## src/rtl/iirdf1_pkg.sv

```systemverilog
// iirdf1_pkg: shared types and fixed constants of the direct-form-I iir filter
// depends on nothing; used by the filter core
`default_nettype none

package iirdf1_pkg;

   localparam int COEF_WIDTH      = 16;
   localparam int FRAC_SHIFT      = 14;
   localparam int CSR_WIDTH       = 64;
   localparam int CSR_INDEX_WIDTH = 2;
   localparam int ACC_GUARD       = 4;

   typedef enum logic [CSR_INDEX_WIDTH-1:0] {
      CSR_B_TAPS_LOW  = 2'd0,
      CSR_B_TAPS_HIGH = 2'd1,
      CSR_A_TAPS_LOW  = 2'd2,
      CSR_A_TAPS_HIGH = 2'd3
   } csr_index_type;

   typedef enum logic [3:0] {
      ST_IDLE   = 4'b0001,
      ST_MAC    = 4'b0010,
      ST_DRAIN  = 4'b0100,
      ST_FINISH = 4'b1000
   } state_type;

endpackage

`default_nettype wire

```

## src/rtl/iirdf1_if.sv

```systemverilog
// iirdf1_if: valid/ready channels carrying request samples in and filtered samples out
// depends on nothing; used by the filter core ports
`default_nettype none

interface iirdf1_req_if #(
   parameter int SAMPLE_WIDTH = 16
) ();
   logic                           valid;
   logic                           ready;
   logic signed [SAMPLE_WIDTH-1:0] sample_in;

   modport source (output valid, output sample_in, input ready);
   modport sink   (input valid, input sample_in, output ready);
endinterface

interface iirdf1_rsp_if #(
   parameter int SAMPLE_WIDTH = 16
) ();
   logic                           valid;
   logic                           ready;
   logic signed [SAMPLE_WIDTH-1:0] sample_out;

   modport source (output valid, output sample_out, input ready);
   modport sink   (input valid, input sample_out, output ready);
endinterface

`default_nettype wire

```

## src/rtl/iir_filter_direct_form_one_core.sv

```systemverilog
// iir_filter_direct_form_one_core: direct-form-I iir filter on one shared multiply-accumulate
// depends on iirdf1_pkg and the channel interfaces in iirdf1_if.sv
//
//   channel   direction   handshake         payload
//   req_if    in          valid / ready     sample_in   (SAMPLE_WIDTH, signed Q3.12)
//   rsp_if    out         valid / ready     sample_out  (SAMPLE_WIDTH, signed Q3.12)
//   csr_*     in          csr_wr_en only    csr_index, csr_wdata (64 bits)
//
// one request runs from one acceptance to the next through one accept step,
// 2*TAPS-1 passes through the single multiplier, one drain add and one round/saturate step;
// the multiplier with its product register sets this sequence
// reset is synchronous and clears coefficients, both histories and the control state
// a finished result waits in the output register; a new request is taken meanwhile, but the
// round/saturate step holds until that register has been emptied
`default_nettype none

module iir_filter_direct_form_one_core #(
   parameter int TAPS         = 6,
   parameter int SAMPLE_WIDTH = 16
) (
   input  logic                                     clock,
   input  logic                                     reset,
   iirdf1_req_if.sink                               req_if,
   iirdf1_rsp_if.source                             rsp_if,
   input  logic                                     csr_wr_en,
   input  logic [iirdf1_pkg::CSR_INDEX_WIDTH-1:0]   csr_index,
   input  logic [iirdf1_pkg::CSR_WIDTH-1:0]         csr_wdata
);

   localparam int CW         = iirdf1_pkg::COEF_WIDTH;
   localparam int PROD_W     = SAMPLE_WIDTH + CW;
   localparam int ACC_W      = PROD_W + iirdf1_pkg::ACC_GUARD;
   localparam int HIST_DEPTH = TAPS - 1;
   localparam int KW         = $clog2(TAPS);
   localparam int HW         = (HIST_DEPTH > 1) ? $clog2(HIST_DEPTH) : 1;
   localparam logic [KW-1:0] LAST_K = KW'(TAPS - 1);
   localparam logic signed [ACC_W-1:0] ROUND_HALF =
      ACC_W'(1) << (iirdf1_pkg::FRAC_SHIFT - 1);
   localparam logic signed [ACC_W-1:0] SAT_MAX =
      signed'({{(ACC_W-SAMPLE_WIDTH+1){1'b0}}, {(SAMPLE_WIDTH-1){1'b1}}});
   localparam logic signed [ACC_W-1:0] SAT_MIN = ~SAT_MAX;

   // coefficient registers
   logic [iirdf1_pkg::CSR_WIDTH-1:0] b_low_ff, b_high_ff, a_low_ff, a_high_ff;
   logic [2*iirdf1_pkg::CSR_WIDTH-1:0] b_vec, a_vec;

   // sequencer and datapath
   iirdf1_pkg::state_type            state_ff, state_in;
   logic [KW-1:0]                    k_ff, k_in;
   logic                             fb_ff, fb_in;
   logic                             pv_ff, pv_in;
   logic                             neg_ff, neg_in;
   logic signed [SAMPLE_WIDTH-1:0]   x_ff, x_in;
   logic signed [PROD_W-1:0]         prod_ff, prod_in;
   logic signed [ACC_W-1:0]          acc_ff, acc_in;
   logic signed [SAMPLE_WIDTH-1:0]   xh_ff [HIST_DEPTH];
   logic signed [SAMPLE_WIDTH-1:0]   xh_in [HIST_DEPTH];
   logic signed [SAMPLE_WIDTH-1:0]   yh_ff [HIST_DEPTH];
   logic signed [SAMPLE_WIDTH-1:0]   yh_in [HIST_DEPTH];
   logic                             rsp_valid_ff, rsp_valid_in;
   logic signed [SAMPLE_WIDTH-1:0]   out_ff, out_in;

   logic                             req_accept;
   logic                             load;
   logic [KW-1:0]                    kminus1;
   logic [HW-1:0]                    hidx;
   logic signed [CW-1:0]             op_coef;
   logic signed [SAMPLE_WIDTH-1:0]   op_smp;
   logic signed [ACC_W-1:0]          shifted;
   logic signed [SAMPLE_WIDTH-1:0]   y_sat;

   assign b_vec = {b_high_ff, b_low_ff};
   assign a_vec = {a_high_ff, a_low_ff};

   assign req_if.ready      = (state_ff == iirdf1_pkg::ST_IDLE);
   assign req_accept        = req_if.valid && req_if.ready;
   assign rsp_if.valid      = rsp_valid_ff;
   assign rsp_if.sample_out = out_ff;
   assign load = (state_ff == iirdf1_pkg::ST_FINISH) && (!rsp_valid_ff || rsp_if.ready);

   always_ff @(posedge clock) begin
      if (reset) begin
         b_low_ff  <= '0;
         b_high_ff <= '0;
         a_low_ff  <= '0;
         a_high_ff <= '0;
      end else if (csr_wr_en) begin
         case (iirdf1_pkg::csr_index_type'(csr_index))
            iirdf1_pkg::CSR_B_TAPS_LOW:  b_low_ff  <= csr_wdata;
            iirdf1_pkg::CSR_B_TAPS_HIGH: b_high_ff <= csr_wdata;
            iirdf1_pkg::CSR_A_TAPS_LOW:  a_low_ff  <= csr_wdata;
            iirdf1_pkg::CSR_A_TAPS_HIGH: a_high_ff <= csr_wdata;
            default: ;
         endcase
      end
   end

   // operand selection for the shared multiplier
   always_comb begin
      kminus1 = k_ff - KW'(1);
      hidx    = kminus1[HW-1:0];
      if (fb_ff) begin
         op_coef = signed'(a_vec[kminus1*CW +: CW]);
         op_smp  = yh_ff[hidx];
      end else begin
         op_coef = signed'(b_vec[k_ff*CW +: CW]);
         if (k_ff == '0) begin
            op_smp = x_ff;
         end else begin
            op_smp = xh_ff[hidx];
         end
      end
   end

   // round already folded into the accumulator start value
   always_comb begin
      shifted = acc_ff >>> iirdf1_pkg::FRAC_SHIFT;
      if (shifted > SAT_MAX) begin
         y_sat = SAT_MAX[SAMPLE_WIDTH-1:0];
      end else if (shifted < SAT_MIN) begin
         y_sat = SAT_MIN[SAMPLE_WIDTH-1:0];
      end else begin
         y_sat = shifted[SAMPLE_WIDTH-1:0];
      end
   end

   always_comb begin
      state_in     = state_ff;
      k_in         = k_ff;
      fb_in        = fb_ff;
      pv_in        = 1'b0;
      neg_in       = fb_ff;
      x_in         = x_ff;
      prod_in      = PROD_W'(op_coef) * PROD_W'(op_smp);
      acc_in       = acc_ff;
      xh_in        = xh_ff;
      yh_in        = yh_ff;
      out_in       = out_ff;
      rsp_valid_in = rsp_valid_ff;

      if (rsp_valid_ff && rsp_if.ready) begin
         rsp_valid_in = 1'b0;
      end

      if (pv_ff) begin
         if (neg_ff) begin
            acc_in = acc_ff - ACC_W'(prod_ff);
         end else begin
            acc_in = acc_ff + ACC_W'(prod_ff);
         end
      end

      case (state_ff)
         iirdf1_pkg::ST_IDLE: begin
            if (req_accept) begin
               x_in     = req_if.sample_in;
               k_in     = '0;
               fb_in    = 1'b0;
               acc_in   = ROUND_HALF;
               state_in = iirdf1_pkg::ST_MAC;
            end
         end
         iirdf1_pkg::ST_MAC: begin
            pv_in = 1'b1;
            if (fb_ff && (k_ff == LAST_K)) begin
               state_in = iirdf1_pkg::ST_DRAIN;
            end else if (!fb_ff && (k_ff != '0)) begin
               fb_in = 1'b1;
            end else begin
               fb_in = 1'b0;
               k_in  = k_ff + KW'(1);
            end
         end
         iirdf1_pkg::ST_DRAIN: begin
            state_in = iirdf1_pkg::ST_FINISH;
         end
         iirdf1_pkg::ST_FINISH: begin
            if (load) begin
               out_in       = y_sat;
               rsp_valid_in = 1'b1;
               for (int i = HIST_DEPTH - 1; i > 0; i--) begin
                  xh_in[i] = xh_ff[i-1];
                  yh_in[i] = yh_ff[i-1];
               end
               xh_in[0] = x_ff;
               yh_in[0] = y_sat;
               state_in = iirdf1_pkg::ST_IDLE;
            end
         end
         default: begin
            state_in = iirdf1_pkg::ST_IDLE;
         end
      endcase
   end

   always_ff @(posedge clock) begin
      if (reset) begin
         state_ff     <= iirdf1_pkg::ST_IDLE;
         k_ff         <= '0;
         fb_ff        <= 1'b0;
         pv_ff        <= 1'b0;
         rsp_valid_ff <= 1'b0;
         for (int i = 0; i < HIST_DEPTH; i++) begin
            xh_ff[i] <= '0;
            yh_ff[i] <= '0;
         end
      end else begin
         state_ff     <= state_in;
         k_ff         <= k_in;
         fb_ff        <= fb_in;
         pv_ff        <= pv_in;
         rsp_valid_ff <= rsp_valid_in;
         xh_ff        <= xh_in;
         yh_ff        <= yh_in;
      end
   end

   always_ff @(posedge clock) begin
      neg_ff  <= neg_in;
      x_ff    <= x_in;
      prod_ff <= prod_in;
      acc_ff  <= acc_in;
      out_ff  <= out_in;
   end

   // sequencer checks
   a_start: assert property (@(posedge clock) disable iff (reset)
      req_accept |=> (state_ff == iirdf1_pkg::ST_MAC) && (k_ff == '0) && !fb_ff)
      else $error("sequencer did not start at tap zero");

   a_fb_tap: assert property (@(posedge clock) disable iff (reset)
      (state_ff == iirdf1_pkg::ST_MAC) && fb_ff |-> (k_ff != '0) && (k_ff <= LAST_K))
      else $error("feedback pass on an invalid tap");

   a_drain: assert property (@(posedge clock) disable iff (reset)
      (state_ff == iirdf1_pkg::ST_DRAIN) |-> $past(fb_ff) && ($past(k_ff) == LAST_K))
      else $error("drain entered before the last product");

   a_history: assert property (@(posedge clock) disable iff (reset)
      load |=> (xh_ff[0] == $past(x_ff)) && rsp_valid_ff)
      else $error("history not updated with the result");

endmodule

`default_nettype wire
```

## src/flat_wrapper.sv

```systemverilog
// flat-port wrapper written by rule: the top's interface ports become plain ports
module iir_filter_direct_form_one_core_flat 
#(
   parameter int TAPS         = 6,
   parameter int SAMPLE_WIDTH = 16
)
  (clock, reset, csr_wr_en, csr_index, csr_wdata, req_if_valid, req_if_sample_in, req_if_ready, rsp_if_valid, rsp_if_sample_out, rsp_if_ready);
  iirdf1_req_if #(.SAMPLE_WIDTH(SAMPLE_WIDTH)) req_if_i ();
  iirdf1_rsp_if #(.SAMPLE_WIDTH(SAMPLE_WIDTH)) rsp_if_i ();
  input  logic clock;
  input  logic reset;
  input  logic csr_wr_en;
  input  logic [iirdf1_pkg::CSR_INDEX_WIDTH-1:0] csr_index;
  input  logic [iirdf1_pkg::CSR_WIDTH-1:0] csr_wdata;
  input wire logic [$bits(req_if_i.valid)-1:0] req_if_valid;
  input wire logic [$bits(req_if_i.sample_in)-1:0] req_if_sample_in;
  output wire logic [$bits(req_if_i.ready)-1:0] req_if_ready;
  output wire logic [$bits(rsp_if_i.valid)-1:0] rsp_if_valid;
  output wire logic [$bits(rsp_if_i.sample_out)-1:0] rsp_if_sample_out;
  input wire logic [$bits(rsp_if_i.ready)-1:0] rsp_if_ready;
  assign req_if_i.valid = req_if_valid;
  assign req_if_i.sample_in = req_if_sample_in;
  assign req_if_ready = req_if_i.ready;
  assign rsp_if_valid = rsp_if_i.valid;
  assign rsp_if_sample_out = rsp_if_i.sample_out;
  assign rsp_if_i.ready = rsp_if_ready;
  iir_filter_direct_form_one_core #(.TAPS(TAPS), .SAMPLE_WIDTH(SAMPLE_WIDTH)) u_core (.clock(clock), .reset(reset), .req_if(req_if_i), .rsp_if(rsp_if_i), .csr_wr_en(csr_wr_en), .csr_index(csr_index), .csr_wdata(csr_wdata));
endmodule
```

## config.mk

```make
export PLATFORM = sky130hd
export DESIGN_NAME = iir_filter_direct_form_one_core_flat
export DESIGN_NICKNAME = d
export VERILOG_FILES = /design/src/rtl/iirdf1_pkg.sv /design/src/rtl/iirdf1_if.sv /design/src/rtl/iir_filter_direct_form_one_core.sv /design/src/flat_wrapper.sv
export SDC_FILE = /design/constraint.sdc
export NUM_CORES = 2
export LEC_CHECK = 0
export ABC_AREA = 1
export BUFFER_PORTS_ARGS = -buffer_cell sky130_fd_sc_hd__buf_4
export CORE_MARGIN = 5
export CORE_UTILIZATION = 65
export DETAILED_ROUTE_END_ITERATION = 12
export GPL_TIMING_DRIVEN = 0
export PLACE_DENSITY = 0.85
export SYNTH_ARGS = -nofsm -noshare
export SYNTH_HDL_FRONTEND = slang
export SYNTH_SLANG_ARGS = --single-unit
export TNS_END_PERCENT = 100
```

## constraint.sdc

```tcl
create_clock -name clock -period 19.9 [get_ports clock]
set_input_delay 1.99 -clock clock [delete_from_list [all_inputs] [get_ports clock]]
set_output_delay 1.99 -clock clock [all_outputs]
set_load 0.02 [all_outputs]
```

==> flow_summary_export.csv <==
group,metric,value,unit
status,status,"finished clean",
pwr,power,0.00701,W
placed_design,placed_area,36800,sq um
detailed_routing,first_iter_violations,5261,
sta,maxSlewViolCount,0,
placed_design,dp_hpwl,101,mm
detailed_routing,route.detailed.drc,0,
worst_setup_path,start_kind,"flop",
worst_setup_path,cp.arrival,10.43,ns
grt,grt_pass1_vias,33600,
worst_setup_path,rr_endpoint,"u_core.prod_ff[28]",
placed_design,gp_congestion,1.10,
floorplan,initial_core_util,0.654,
synthesis,synthArstFlopShare,0,
clock_tree,cts_tree,"yes",
floorplan,num_rows,85,
min_path,hold_path_end,"u_core.neg_ff",
detailed_routing,wl,131,mm
grt,grt_max_degree,26,
synthesis,netlist.area_leader.share,0.282,
synthesis,synthMuxAreaShare,0,
clock_tree,cts_hold_buf,0,
sta,layout_setup_ws,9.96,ns
synthesis,ys_warn_count,0,
sta,grt_setup_unrepaired,"false",
synthesis,synth_seq_area_share,0.309,
synthesis,synth.distinct_cells,52,
worst_setup_path,cp_slowest_cell,"o21ai_0",
cells_and_area,syn_to_final_growth,9.88,%
sta,setup_tns,0,ns
sta,slew_headroom,0.216,
worst_setup_path,r2r-start,"u_core.k_ff[1]",
clock_tree,clkTransAtPathRegs,0.07,ns
sta,fin_crit,9.94,ns
synthesis,yosys.area.top_type,"dfxtp_1",
synthesis,synth_edf_count,32,
placed_design,pre_cts_ws,10.61,ns
sta,fmax,101,MHz
cells_and_area,postLayoutCellArea,38600,sq um
detailed_routing,vias,35200,
placed_design,place_inst,5550,
synthesis,synth_xor_area_frac,0.0177,
clock_tree,ctsResizeCount,0,
pwr,p_per_area,182,nW/um^2
worst_setup_path,reg2reg_slack,9.96,ns
grt,antenna_found_initial,6,
synthesis,syn-cell-area,35100,sq um
placed_design,portBuffers,103,
synthesis,synthCells,4751,
cells_and_area,final_layout_size_suffix_gt1_frac,0.0692,
synthesis,synth_compound_gate_area_share,0.190,
worst_setup_path,endpoint_kind,"flop",
min_path,hold_depth,0,
detailed_routing,wl_per_cell,23.1,um
flow_run,max-cap-violations,0,
worst_setup_path,worstSetupPathType,"reg2reg",
floorplan,io_pins,105,
cells_and_area,final_cells,5655,
worst_setup_path,required,20.40,ns
synthesis,synth_top_family_by_area,"adder cells",
min_path,hp-start,"u_core.fb_ff",
sta,setup_viol,0,
worst_setup_path,path_max_fanout,12,
synthesis,synth_fa_ha_area_frac,0.193,
worst_setup_path,startpoint,"u_core.k_ff[1]",
detailed_routing,postRouteAntennaNets,0,
grt,grt_pass1_wl,195,mm
detailed_routing,drtPass1Iterations,9,
pwr,peakVddDrop,596,uV
floorplan,die_w,243,um
clock_tree,clock_latency,0.66,ns
cells_and_area,layout_commonest_cell,"inv_1",
floorplan,die_area,58800,sq um
sta,timing.final.crit_share,0.499,
grt,grt_overflow,0,
worst_setup_path,rr_worst_depth,31,
sta,hold_viol_final,0,
clock_tree,clk_path_buf_depth,3,
clock_tree,cts_root_buf,"clkbuf_16",
pwr,leakage,18.1,nW
clock_tree,htree_levels,2,
grt,gr-usage-all-layers,0.430,
floorplan,coreArea,53700,sq um
cells_and_area,fin_nets,5383,
synthesis,yosys-top-cells-area,"dfxtp_1 28%, fa_1 15%, o21ai_0 8.8%, inv_1 8.0%, nor2_1 6.9%",
min_path,holdCritPathClass,"reg2reg",
worst_setup_path,slowest_delay,0.74,ns
sta,finClkSkew,0.0563,ns
synthesis,synthFlopType,"dfxtp_1",
clock_tree,cts_buffers,55,
cells_and_area,layout_common_cells,"745 x inv_1, 643 x nor2_1, 620 x nand2_1, 617 x o21ai_0, 495 x dfxtp_1",
detailed_routing,viasPerCell,6.23,
clock_tree,post-cts-setup-buffers,0,
synthesis,ys_ff_latch,527,
sta,worst_pin_slew,1.18,ns
floorplan,die_y,243,um
synthesis,avgSynthCellArea,7.40,sq um
clock_tree,numClockSinks,527,
synthesis,synth_nets,5223,
synthesis,synth_simple_gate_area_frac,0.173,
[synthesized netlist by cell type, drive strengths merged (5+ instances only)]
library cell,count
inv,758
nor2,644
nand2,633
o21ai,627
dfxtp,495
a21oi,448
fa,263
nand3,180
clkbuf,162
ha,122
buf,106
o221ai,45
xor2,45
o211ai,43
edfxtp,32
o21bai,29
xnor2,24
nand4,19
nor3,13
or2,11
a21o,8
a31oi,6
nor4,6
o21a,6
o31ai,5
[how the worst max path moves through the flow]
stage	endpoint	slack, ns	depth (start not counted)
6_report	u_core.prod_ff[28]	9.96	31
3_3_place_gp	u_core.prod_ff[28]	10.69	34
4_1_cts	u_core.prod_ff[28]	10.57	31
5_1_grt	u_core.prod_ff[28]	10.04	34
3_5_place_dp	u_core.prod_ff[28]	10.61	31
2_1_floorplan	u_core.prod_ff[31]	12.84	31
[critical path, delay by kind of cell, from the launching register on]
family	cells	cell delay [ns]
AOI/OAI and AO/OA	4	1.03
buffers and inverters	8	2.34
adders and majority gates	8	3.70
and+or+nand+nor	10	1.82
DFF	1	0.47
xor gates and xnor gates	1	0.39
[flip-flops by register name, indices dropped and copies added, names as in the netlist]
name / count
u_core.a_low_ff: 64
u_core.acc_ff: 36
u_core.rsp_if.valid: 1
u_core.k_ff: 3
u_core.x_ff: 16
u_core.state_ff: 4
u_core.rsp_if.sample_out: 16
u_core.yh_ff: 80
u_core.pv_ff: 1
u_core.neg_ff: 1
u_core.xh_ff: 80
u_core.fb_ff: 1
u_core.b_low_ff: 64
u_core.b_high_ff: 64
u_core.prod_ff: 32
u_core.a_high_ff: 64
[metal layers]
layer,routed length (um),up-vias,global-route usage
li1,-,15500,-
met5,34,-,0
met4,11500,4,0.288
met2,54600,2685,0.639
met3,18300,699,0.129
met1,46400,16300,0.543
[kinds of logic after synthesis]
logic type      count (synthesis)
flops                         527
buf+inv                      1029
fa+ha+maj                     385
simple gates                 1510
compound gates               1231
xor+xnor                       69
[report_power, final]
group	internal, W	switching (W)
clock network	0.000582	0.000474
registers	0.00119	0.0000631
logic	0.00159	0.00311
total	0.00336	0.00365
[layout make-up]
class	count	area, sq um
diodes	3	7.51
well taps	696	871
repair buffers	103	773
plain buffers	268	1270
fillers	4450	15100
multi-input cells	3195	20100
clock inverters	26	255
clock buffers	76	1570
inverters	761	2860
flip-flops and latches	527	10900
[per-stage QoR]
step | util | hold WS [ns]
after floorplan | - | 0.326
after global placement | 0.685 | 0.376
after detailed placement | 0.685 | 0.374
after CTS | 0.719 | 0.379
after global routing | 0.719 | 0.386
final | 0.719 | 0.390
Power figures use the tool's default switching activity.
